File: config.mk
export PLATFORM = sky130hd
export DESIGN_NAME = slip_deframer_xor_check_unit
export DESIGN_NICKNAME = d
export VERILOG_FILES = /design/src/rtl/sdx_pkg.sv /design/src/rtl/sdx_frame_core.sv /design/src/rtl/slip_deframer_xor_check_unit.sv
export SDC_FILE = /design/constraint.sdc
export NUM_CORES = 1
export LEC_CHECK = 0
export BUFFER_PORTS_ARGS = -buffer_cell sky130_fd_sc_hd__buf_2
export CAP_MARGIN = 10
export CORE_ASPECT_RATIO = 0.6
export CORE_MARGIN = 1
export CORE_UTILIZATION = 35
export CTS_BUF_LIST = sky130_fd_sc_hd__clkbuf_4
export DETAILED_ROUTE_END_ITERATION = 8
export HOLD_SLACK_MARGIN = 0.06
export PLACE_DENSITY = 0.49
export SETUP_SLACK_MARGIN = 0.3
export SYNTH_ARGS = -nofsm -noshare
export SYNTH_HDL_FRONTEND = slang
export SYNTH_SLANG_ARGS = --single-unit
export TNS_END_PERCENT = 100
File: constraint.sdc
create_clock -name clk -period 10.2 [get_ports clk]
set_input_delay 1.53 -clock clk [delete_from_list [all_inputs] [get_ports clk]]
set_output_delay 1.53 -clock clk [all_outputs]
set_load 0.005 [all_outputs]
File: src/rtl/sdx_pkg.sv
// Shared types and constants for the SLIP deframer with XOR check.
// Used by sdx_frame_core and slip_deframer_xor_check_unit; no dependencies.
package sdx_pkg;

  localparam int BYTE_W  = 8;
  localparam int LEN_W   = 12;
  localparam int KIND_W  = 2;

  // Result queue depth; must be at least 2 since one byte can cause two results.
  localparam int RES_DEPTH = 4;

  localparam logic [BYTE_W-1:0] SLIP_END     = 8'hC0;
  localparam logic [BYTE_W-1:0] SLIP_ESC     = 8'hDB;
  localparam logic [BYTE_W-1:0] SLIP_ESC_END = 8'hDC;
  localparam logic [BYTE_W-1:0] SLIP_ESC_ESC = 8'hDD;

  localparam logic [LEN_W-1:0] LIMIT_RESET = 12'd1000;

  typedef enum logic [KIND_W-1:0] {
    KIND_DATA = 2'd0,
    KIND_END  = 2'd1,
    KIND_DROP = 2'd2
  } sdx_kind_e;

  typedef struct packed {
    sdx_kind_e         kind;
    logic [BYTE_W-1:0] data_byte;
    logic [LEN_W-1:0]  len;
    logic              last;
  } sdx_res_t;

  // Results caused by one input beat: count 0..2, first in r0.
  typedef struct packed {
    logic [1:0] n;
    sdx_res_t   r0;
    sdx_res_t   r1;
  } sdx_step_t;

endpackage

File: src/rtl/sdx_frame_core.sv
// Frame state, un-escaping and checksum logic of the SLIP deframer.
// Depends on sdx_pkg; produces up to two results per accepted byte.
module sdx_frame_core (
  input  logic                       clk,
  input  logic                       rst,
  input  logic                       cfg_wen,
  input  logic [sdx_pkg::LEN_W-1:0]  cfg_wdata,
  input  logic                       step,
  input  logic [sdx_pkg::BYTE_W-1:0] in_byte,
  output sdx_pkg::sdx_step_t         res
);
  import sdx_pkg::*;

  logic [LEN_W-1:0]  overflow_limit;
  logic [LEN_W-1:0]  raw_count,      raw_count_next;
  logic [BYTE_W-1:0] checksum_accum, checksum_accum_next;
  logic [BYTE_W-1:0] prev_byte_one,  prev_byte_one_next;
  logic [BYTE_W-1:0] prev_byte_two,  prev_byte_two_next;
  logic              escape_pending, escape_pending_next;

  logic [LEN_W:0]    cnt;
  logic [LEN_W-1:0]  cnt_sat;
  logic [BYTE_W-1:0] want;
  logic              sum_ok;

  function automatic sdx_res_t mk_res(sdx_kind_e k, logic [BYTE_W-1:0] b,
                                      logic [LEN_W-1:0] l);
    sdx_res_t r;
    r.kind      = k;
    r.data_byte = b;
    r.len       = l;
    r.last      = 1'b0;
    return r;
  endfunction

  assign cnt     = {1'b0, raw_count} + {{LEN_W{1'b0}}, 1'b1};
  assign cnt_sat = cnt[LEN_W] ? {LEN_W{1'b1}} : cnt[LEN_W-1:0];
  // Expected check value: (second-last << 4) + last, modulo 256.
  assign want    = {prev_byte_two[3:0], 4'b0000} + prev_byte_one;
  assign sum_ok  = (raw_count > LEN_W'(2)) && (checksum_accum == want);

  always_comb begin
    res                 = '0;
    raw_count_next      = raw_count;
    checksum_accum_next = checksum_accum;
    prev_byte_one_next  = prev_byte_one;
    prev_byte_two_next  = prev_byte_two;
    escape_pending_next = escape_pending;

    if (in_byte == SLIP_END) begin
      if (raw_count != '0) begin
        if (escape_pending) begin
          res.r0 = mk_res(KIND_DATA, SLIP_ESC, '0);
          res.r1 = mk_res(sum_ok ? KIND_END : KIND_DROP, '0, raw_count);
          res.n  = 2'd2;
        end else begin
          res.r0 = mk_res(sum_ok ? KIND_END : KIND_DROP, '0, raw_count);
          res.n  = 2'd1;
        end
      end
      raw_count_next      = '0;
      checksum_accum_next = '0;
      prev_byte_one_next  = '0;
      prev_byte_two_next  = '0;
      escape_pending_next = 1'b0;
    end else if (cnt > {1'b0, overflow_limit}) begin
      res.r0              = mk_res(KIND_DROP, '0, cnt_sat);
      res.n               = 2'd1;
      raw_count_next      = '0;
      checksum_accum_next = '0;
      prev_byte_one_next  = '0;
      prev_byte_two_next  = '0;
      escape_pending_next = 1'b0;
    end else begin
      // The XOR lags two bytes behind so the trailing check bytes stay out.
      if (raw_count[LEN_W-1:1] != '0) begin
        checksum_accum_next = checksum_accum ^ prev_byte_two;
      end
      prev_byte_two_next = prev_byte_one;
      prev_byte_one_next = in_byte;
      raw_count_next     = cnt[LEN_W-1:0];

      if (escape_pending) begin
        escape_pending_next = 1'b0;
        if (in_byte == SLIP_ESC_END) begin
          res.r0 = mk_res(KIND_DATA, SLIP_END, '0);
          res.n  = 2'd1;
        end else if (in_byte == SLIP_ESC_ESC) begin
          res.r0 = mk_res(KIND_DATA, SLIP_ESC, '0);
          res.n  = 2'd1;
        end else if (in_byte == SLIP_ESC) begin
          res.r0              = mk_res(KIND_DATA, SLIP_ESC, '0);
          res.n               = 2'd1;
          escape_pending_next = 1'b1;
        end else begin
          res.r0 = mk_res(KIND_DATA, SLIP_ESC, '0);
          res.r1 = mk_res(KIND_DATA, in_byte, '0);
          res.n  = 2'd2;
        end
      end else if (in_byte == SLIP_ESC) begin
        escape_pending_next = 1'b1;
      end else begin
        res.r0 = mk_res(KIND_DATA, in_byte, '0);
        res.n  = 2'd1;
      end
    end

    res.r0.last = (res.n == 2'd1);
    res.r1.last = (res.n == 2'd2);
  end

  always_ff @(posedge clk) begin
    if (rst) begin
      overflow_limit <= LIMIT_RESET;
      raw_count      <= '0;
      checksum_accum <= '0;
      prev_byte_one  <= '0;
      prev_byte_two  <= '0;
      escape_pending <= 1'b0;
    end else begin
      if (cfg_wen) begin
        overflow_limit <= cfg_wdata;
      end
      if (step) begin
        raw_count      <= raw_count_next;
        checksum_accum <= checksum_accum_next;
        prev_byte_one  <= prev_byte_one_next;
        prev_byte_two  <= prev_byte_two_next;
        escape_pending <= escape_pending_next;
      end
    end
  end

`ifndef SYNTHESIS
  a_overflow_clears: assert property (@(posedge clk) disable iff (rst)
    step && in_byte != SLIP_END && cnt > {1'b0, overflow_limit} |=> raw_count == '0)
    else $error("overflow did not restart the frame");

  a_esc_needs_bytes: assert property (@(posedge clk) disable iff (rst)
    escape_pending |-> raw_count != '0)
    else $error("escape pending with empty frame");

  a_delim_clears: assert property (@(posedge clk) disable iff (rst)
    step && in_byte == SLIP_END |=> raw_count == '0 && !escape_pending)
    else $error("delimiter did not clear frame state");
`endif

endmodule

File: src/rtl/slip_deframer_xor_check_unit.sv
// Results are registered: each result is written into the result queue and presented from its head.
// Throughput: one input beat per cycle while each byte yields at most one result and
// m_axis_tready stays high; a byte that yields two results puts an extra beat on the output,
// absorbed by the result queue of ResDepth entries that sets when s_axis_tready drops.
// Reset (rst, synchronous): frame state cleared, queue emptied, overflow limit 1000.
// Top level of the SLIP deframer; depends on sdx_pkg and sdx_frame_core.
module slip_deframer_xor_check_unit #(
  parameter int ResDepth = sdx_pkg::RES_DEPTH
) (
  input  logic                      clk,
  input  logic                      rst,
  input  logic                      cfg_wen,
  input  logic [sdx_pkg::LEN_W-1:0] cfg_wdata,
  input  logic                      s_axis_tvalid,
  output logic                      s_axis_tready,
  input  logic [7:0]                s_axis_tdata,   // [7:0] in_byte
  output logic                      m_axis_tvalid,
  input  logic                      m_axis_tready,
  output logic [23:0]               m_axis_tdata,   // [7:0] out_byte, [19:8] raw_length
  output logic [1:0]                m_axis_tuser,   // [1:0] out_kind
  output logic                      m_axis_tlast    // last
);
  import sdx_pkg::*;

  localparam int PtrW = (ResDepth > 1) ? $clog2(ResDepth) : 1;
  localparam int CntW = $clog2(ResDepth + 1);

  sdx_step_t         step_res;
  logic              in_beat;
  logic              out_beat;
  sdx_res_t          queue [ResDepth];
  logic [PtrW-1:0]   wr_ptr, wr_ptr_next, wr_ptr_1;
  logic [PtrW-1:0]   rd_ptr;
  logic [CntW-1:0]   count, count_next;
  sdx_res_t          head;

  function automatic logic [PtrW-1:0] ptr_inc(logic [PtrW-1:0] p);
    return (p == PtrW'(ResDepth - 1)) ? '0 : p + PtrW'(1);
  endfunction

  sdx_frame_core u_core (
    .clk       (clk),
    .rst       (rst),
    .cfg_wen   (cfg_wen),
    .cfg_wdata (cfg_wdata),
    .step      (in_beat),
    .in_byte   (s_axis_tdata[BYTE_W-1:0]),
    .res       (step_res)
  );

  // Room for two results is kept so any accepted byte fits.
  assign s_axis_tready = (count <= CntW'(ResDepth - 2));
  assign in_beat       = s_axis_tvalid && s_axis_tready;
  assign m_axis_tvalid = (count != '0);
  assign out_beat      = m_axis_tvalid && m_axis_tready;

  assign head          = queue[rd_ptr];
  assign m_axis_tdata  = {4'b0000, head.len, head.data_byte};
  assign m_axis_tuser  = head.kind;
  assign m_axis_tlast  = head.last;

  assign wr_ptr_1 = ptr_inc(wr_ptr);

  always_comb begin
    wr_ptr_next = wr_ptr;
    count_next  = count - CntW'(out_beat);
    if (in_beat) begin
      if (step_res.n == 2'd1) begin
        wr_ptr_next = wr_ptr_1;
      end else if (step_res.n == 2'd2) begin
        wr_ptr_next = ptr_inc(wr_ptr_1);
      end
      count_next = count_next + CntW'(step_res.n);
    end
  end

  always_ff @(posedge clk) begin
    if (rst) begin
      wr_ptr <= '0;
      rd_ptr <= '0;
      count  <= '0;
    end else begin
      wr_ptr <= wr_ptr_next;
      count  <= count_next;
      if (out_beat) begin
        rd_ptr <= ptr_inc(rd_ptr);
      end
    end
  end

  always_ff @(posedge clk) begin
    if (in_beat && step_res.n != 2'd0) begin
      queue[wr_ptr] <= step_res.r0;
    end
    if (in_beat && step_res.n == 2'd2) begin
      queue[wr_ptr_1] <= step_res.r1;
    end
  end

`ifndef SYNTHESIS
  a_no_overfill: assert property (@(posedge clk) disable iff (rst)
    count <= CntW'(ResDepth))
    else $error("result queue overfilled");

  a_data_no_len: assert property (@(posedge clk) disable iff (rst)
    m_axis_tvalid && m_axis_tuser == KIND_DATA |-> m_axis_tdata[19:8] == '0)
    else $error("data beat carries a frame length");

  a_end_no_byte: assert property (@(posedge clk) disable iff (rst)
    m_axis_tvalid && m_axis_tuser != KIND_DATA |-> m_axis_tdata[7:0] == '0 && m_axis_tlast)
    else $error("frame end beat malformed");

  a_count_track: assert property (@(posedge clk) disable iff (rst)
    !in_beat && !out_beat |=> $stable(count))
    else $error("queue count moved without a beat");
`endif

endmodule
Word-level counts from Yosys, hierarchy flattened
Memories as Yosys holds them, arrays and structs flattened. A register that Yosys moved wholly into a read port is not among the register bits.
Cells that the tools add are included.
- $add $sub $neg: 7
- $lt $le $gt $ge: 3
- eq/ne operators: 10
- muxes and demuxes: 44
- bitwise logic cells: 1
- reductions and logical operators: 13
- operator list (kind ; count):
    $mux 25 ; 6
    $mux 23 ; 5
    $mux 48 ; 2
    $mux 8 ; 7
    $mux 12 ; 3
    $eq 8x8->1 const B ; 4
    $mux 24 ; 1
    $mux 21 ; 1
    $mux 2 ; 8
    $add 12x1->13 const B ; 1
    $gt 13x12->1 ; 1
    $gt 12x2->1 const B ; 1
    $reduce_bool 12->1 ; 1
    $reduce_bool 11->1 ; 1
    $mux 1 ; 10
    $add 8x8->8 ; 1
    $eq 2x2->1 const B ; 4
    $eq 8x8->1 ; 1
    $xor 8x8->8 ; 1
    $add 2x1->2 const B ; 3
    $reduce_bool 3->1 ; 2
    $logic_and 1x1->1 ; 5
    $reduce_and 2->1 ; 2
    $reduce_bool 2->1 ; 2
    5 further kinds ; 5
- bits in registers: 56
- bits in writable memories: 92
- logic and storage cells: 88
- memories: 1
- memory list (memory ; words ; width ; rd ports ; clocked after memory_dff ; write ports ; RTL line ; RTL):
    queue ; 4 ; 23 ; 1 ; 1 ; 2 ; slip_deframer_xor_check_unit.sv:31 ; sdx_res_t queue [ResDepth];

Depth between registers and ports, before layout
- depth in word-level cells: 11
- mapped depth: 22

Hierarchy
A second synthesis with hierarchy kept.
- cell total of the unflattened synthesis: 761
- area, all modules: 9049.9 um^2
- by module, submodules not included (module ; times used ; cells each ; area each (um^2) ; sequential area each (um^2)):
    slip_deframer_xor_check_unit ; 1 ; 300 ; 5512.8 ; 2942.8
    sdx_frame_core ; 1 ; 461 ; 3537.1 ; 980.9

Worst setup path before layout
Ideal clock, no wire load.
- path type: reg-to-reg
- start: register u_core.raw_count[0]
- end: memory queue[1][0] (netlist name), enable pin
- arrival: 4.953 ns
- data required time: 9.821 ns
- slack: 4.868 ns
- cell stages (with the launch flop): 20
- period minus slack after synthesis: 5.332 ns
- cell sequence: dfxtp_1 > ha_1 > nand3_1 > nor2_2 > nand3_1 > xnor2_1 > ha_1 > nand4_1 > or4_4 > and3_4 > a21oi_4 > buf_6 > nand2_1 > nor3_1 > ha_1 > nand2_1 > nor3_1 > clkbuf_1 > clkbuf_1 > a21o_1
- RTL lines (element ; RTL line ; RTL):
    start: declaration ; sdx_frame_core.sv:15 ; logic [LEN_W-1:0] raw_count, raw_count_next;
    start signal: assignment ; sdx_frame_core.sv:125 ; raw_count <= raw_count_next;
    end: declaration ; slip_deframer_xor_check_unit.sv:31 ;

==> results_dict.tcl <==
set metrics [dict create \
    status "finished clean" \
    drt_iter0_markers 662 \
    sw_frac_of_total 0.330 \
    yosys_warnings 0 \
    seq_area_frac_synth 0.471 \
    cts_setup_buffers 0 \
    arrival_ns 7.01 \
    n_antenna_cell 0 \
    grt_overflow 0 \
    synth_ff_type "edfxtp_1" \
    ys_types 52 \
    clkPwrFrac 0.230 \
    worstSetupStartpointType "flop" \
    seqPwrFrac 0.523 \
    detailedPlace.worstSlack_ns 3.77 \
    hold_viol 0 \
    layout_min_cycle_time_ns 6.53 \
    worstPathMaxFanout 21 \
    grt_pass1_wl_mm 36.0 \
    timing.setup.tns_ns 0 \
    nNetsFinal 901 \
    final_layout_size_suffix_gt1_frac 0.157 \
    vdd_drop_max_v 0.000169 \
    cp.required_ns 10.67 \
    postCtsResizedCells 0 \
    grt_pass1_vias 5980 \
    vias 6444 \
    syn2layout_area_growth_pct 8.15 \
    ys_seq_elements 150 \
    fp-row-count 43 \
    mostFrequentLayoutCells "100 x nand2_1, 92 x edfxtp_1, 64 x nor2_1" \
    viasPerCell 5.51 \
    wl_mm 23.2 \
    cap_violations 0 \
    hpwl_mm 15.7 \
    drt_first_pass_iters 6 \
    cellPowerDensity_nw_per_um2 163 \
    wl_per_cell_um 19.8 \
    cts_hold_buf 0 \
    die_area_um2 24400 \
    p_int_uw 984 \
    cts_buffers 17 \
    syn_avg_cell_area_um2 10.1 \
    switchingPower_uw 484 \
    synth_async_sr_flop_share 0 \
    dieHeight_um 122 \
    clk_latency_ns 0.60 \
    cts.sinks 150 \
    portBuffers 49 \
    hp-class "flop to flop" \
    grt_max_degree 55 \
    clk_pin_slew_ns 0.15 \
    synth_area_um2 8330 \
    post-route-period-util 0.640 \
    setup_ws_ns 3.67 \
    cts_buffer_depth 2 \
    setup_viol 0 \
    io_pins 54 \
    root_buffer "clkbuf_4" \
    synthesis.instances 823 \
    relSlewSlack 0.234 \
    r2r_slack_ns 3.67 \
    critPathKind "flop to flop" \
    place.gp.congestion 0.828 \
    rsz0062_at_grt "no" \
    cts_tree "yes" \
    ant_nets 0 \
    worst_pin_slew_ns 1.15 \
    grt_usage 0.195 \
    cts_max_level 4 \
    fmax_ghz 0.153 \
    synth-edff-count 92 \
    antenna_found_initial 0 \
    cp-end-kind "flop" \
    fp.dieW_um 201 \
    start_util 0.358 \
    final_common_cell "nand2_1" \
    comb_power_share 0.247 \
    remaining_drc_errors 0 \
    fin_skew_ns 0.0245 \
    core_area_um2 23200 \
    slew_viol_final 0 \
    p_leak_uw 0.00337 \
]
-- power groups by stage --
stage / clock network, uW / registers (uW) / logic [uW]
after floorplan: 0 / 749 / 260
after global placement: 0 / 785 / 367
after detailed placement: 0 / 784 / 366
after CTS: 345 / 770 / 369
after global routing: 372 / 780 / 405
final: 338 / 768 / 363
-- layer usage --
layer / GRT usage / share of wire / up-vias / wire length, um
met1: 0.299 / 0.51 / 3087 / 11800
met5: 0 / 0 / - / 0
met4: 0.0497 / 0.011 / 0 / 255
met2: 0.276 / 0.41 / 252 / 9430
li1: - / - / 3087 / -
met3: 0.0403 / 0.074 / 18 / 1720
-- final cells by class --
type,count,area (um2)
timing repair buffer,62,343
fill,2307,14200
clock buffer,21,158
tap,315,394
multi-input combinational,568,3960
clock inverter,11,78.8
sequential,150,3930
inverter,42,158
-- state kept, by name, summed over array words and instances, names as in the netlist, named ones only --
name,flops
u_core.checksum_accum,8
u_core.raw_count,12
rd_ptr,2
wr_ptr,2
u_core.prev_byte_two,8
u_core.overflow_limit,12
queue,92
count,3
u_core.escape_pending,1
u_core.prev_byte_one,8
-- cell usage after synthesis (9+ instances only) --
cell type  number  area [um2]
a21oi_1        38         190
mux4_2         23         518
nor2_1         64         240
buf_2          15        75.1
nor3_1         16        80.1
ha_1           33         413
a22oi_1        22         165
a31oi_1        12        75.1
o21ai_0        25         125
dfxtp_1        58        1160
nand2_1       101         379
a211oi_1       17         128
buf_4           9        67.6
o211ai_1       12        90.1
nand3_1        35         175
a22o_1         21         184
clkbuf_1       35         131
a21o_1         13        97.6
edfxtp_1       92        2760
inv_1          41         154
nand4_1        28         175
xnor2_1        19         166
-- metrics by stage --
step           area, um2  hold WS (ns)  std cells   util  total power, uW
2_1_floorplan       8340         0.446        826      -             1010
3_3_place_gp        8770         0.460       1137  0.378             1150
3_5_place_dp        8770         0.465       1137  0.378             1150
4_1_cts             9010         0.482       1169  0.388             1480
5_1_grt             9010         0.508       1169  0.388             1560
6_report            9010         0.480       1169  0.388             1470
-- kinds of logic (layout without fill, tap and decap cells) --
logic type,after synthesis,in the layout,share of synthesized area
AOI/OAI and AO/OA,190,190,0.161
muxes,30,30,0.0706
adders and majority gates,35,35,0.0544
buffers and inverters,108,136,0.0568
DFF,150,150,0.471
and+or+nand+nor,282,282,0.158
other,1,4,0.000450
xor gates and xnor gates,27,27,0.0284
-- worst paths after layout --
kind                           start                      end  depth (start not counted)
min reg2reg  u_core.prev_byte_two[6]  u_core.prev_byte_two[6]                          2
max              u_core.raw_count[1]              queue[1][9]                         19
max reg2reg      u_core.raw_count[1]              queue[1][9]                         19
min          u_core.prev_byte_two[6]  u_core.prev_byte_two[6]                          2
-- critical path, cell delays in order, from the launching register on --
cell	delay, ns
dfxtp_1	0.58
ha_1	0.31
nand3_1	0.19
nor2_2	0.37
nand3_1	0.36
xnor2_1	0.25
ha_1	0.34
nand4_1	0.14
or4_4	0.59
nand2_1	0.07
or3_1	0.63
nand2_1	0.17
nor3_1	0.41
ha_1	0.28
nand2_1	0.08
nor3_2	0.10
buf_4	0.29
xnor2_1	0.16
nor2_1	0.79
o22a_1	0.30
Power figures use the tool's default switching activity.
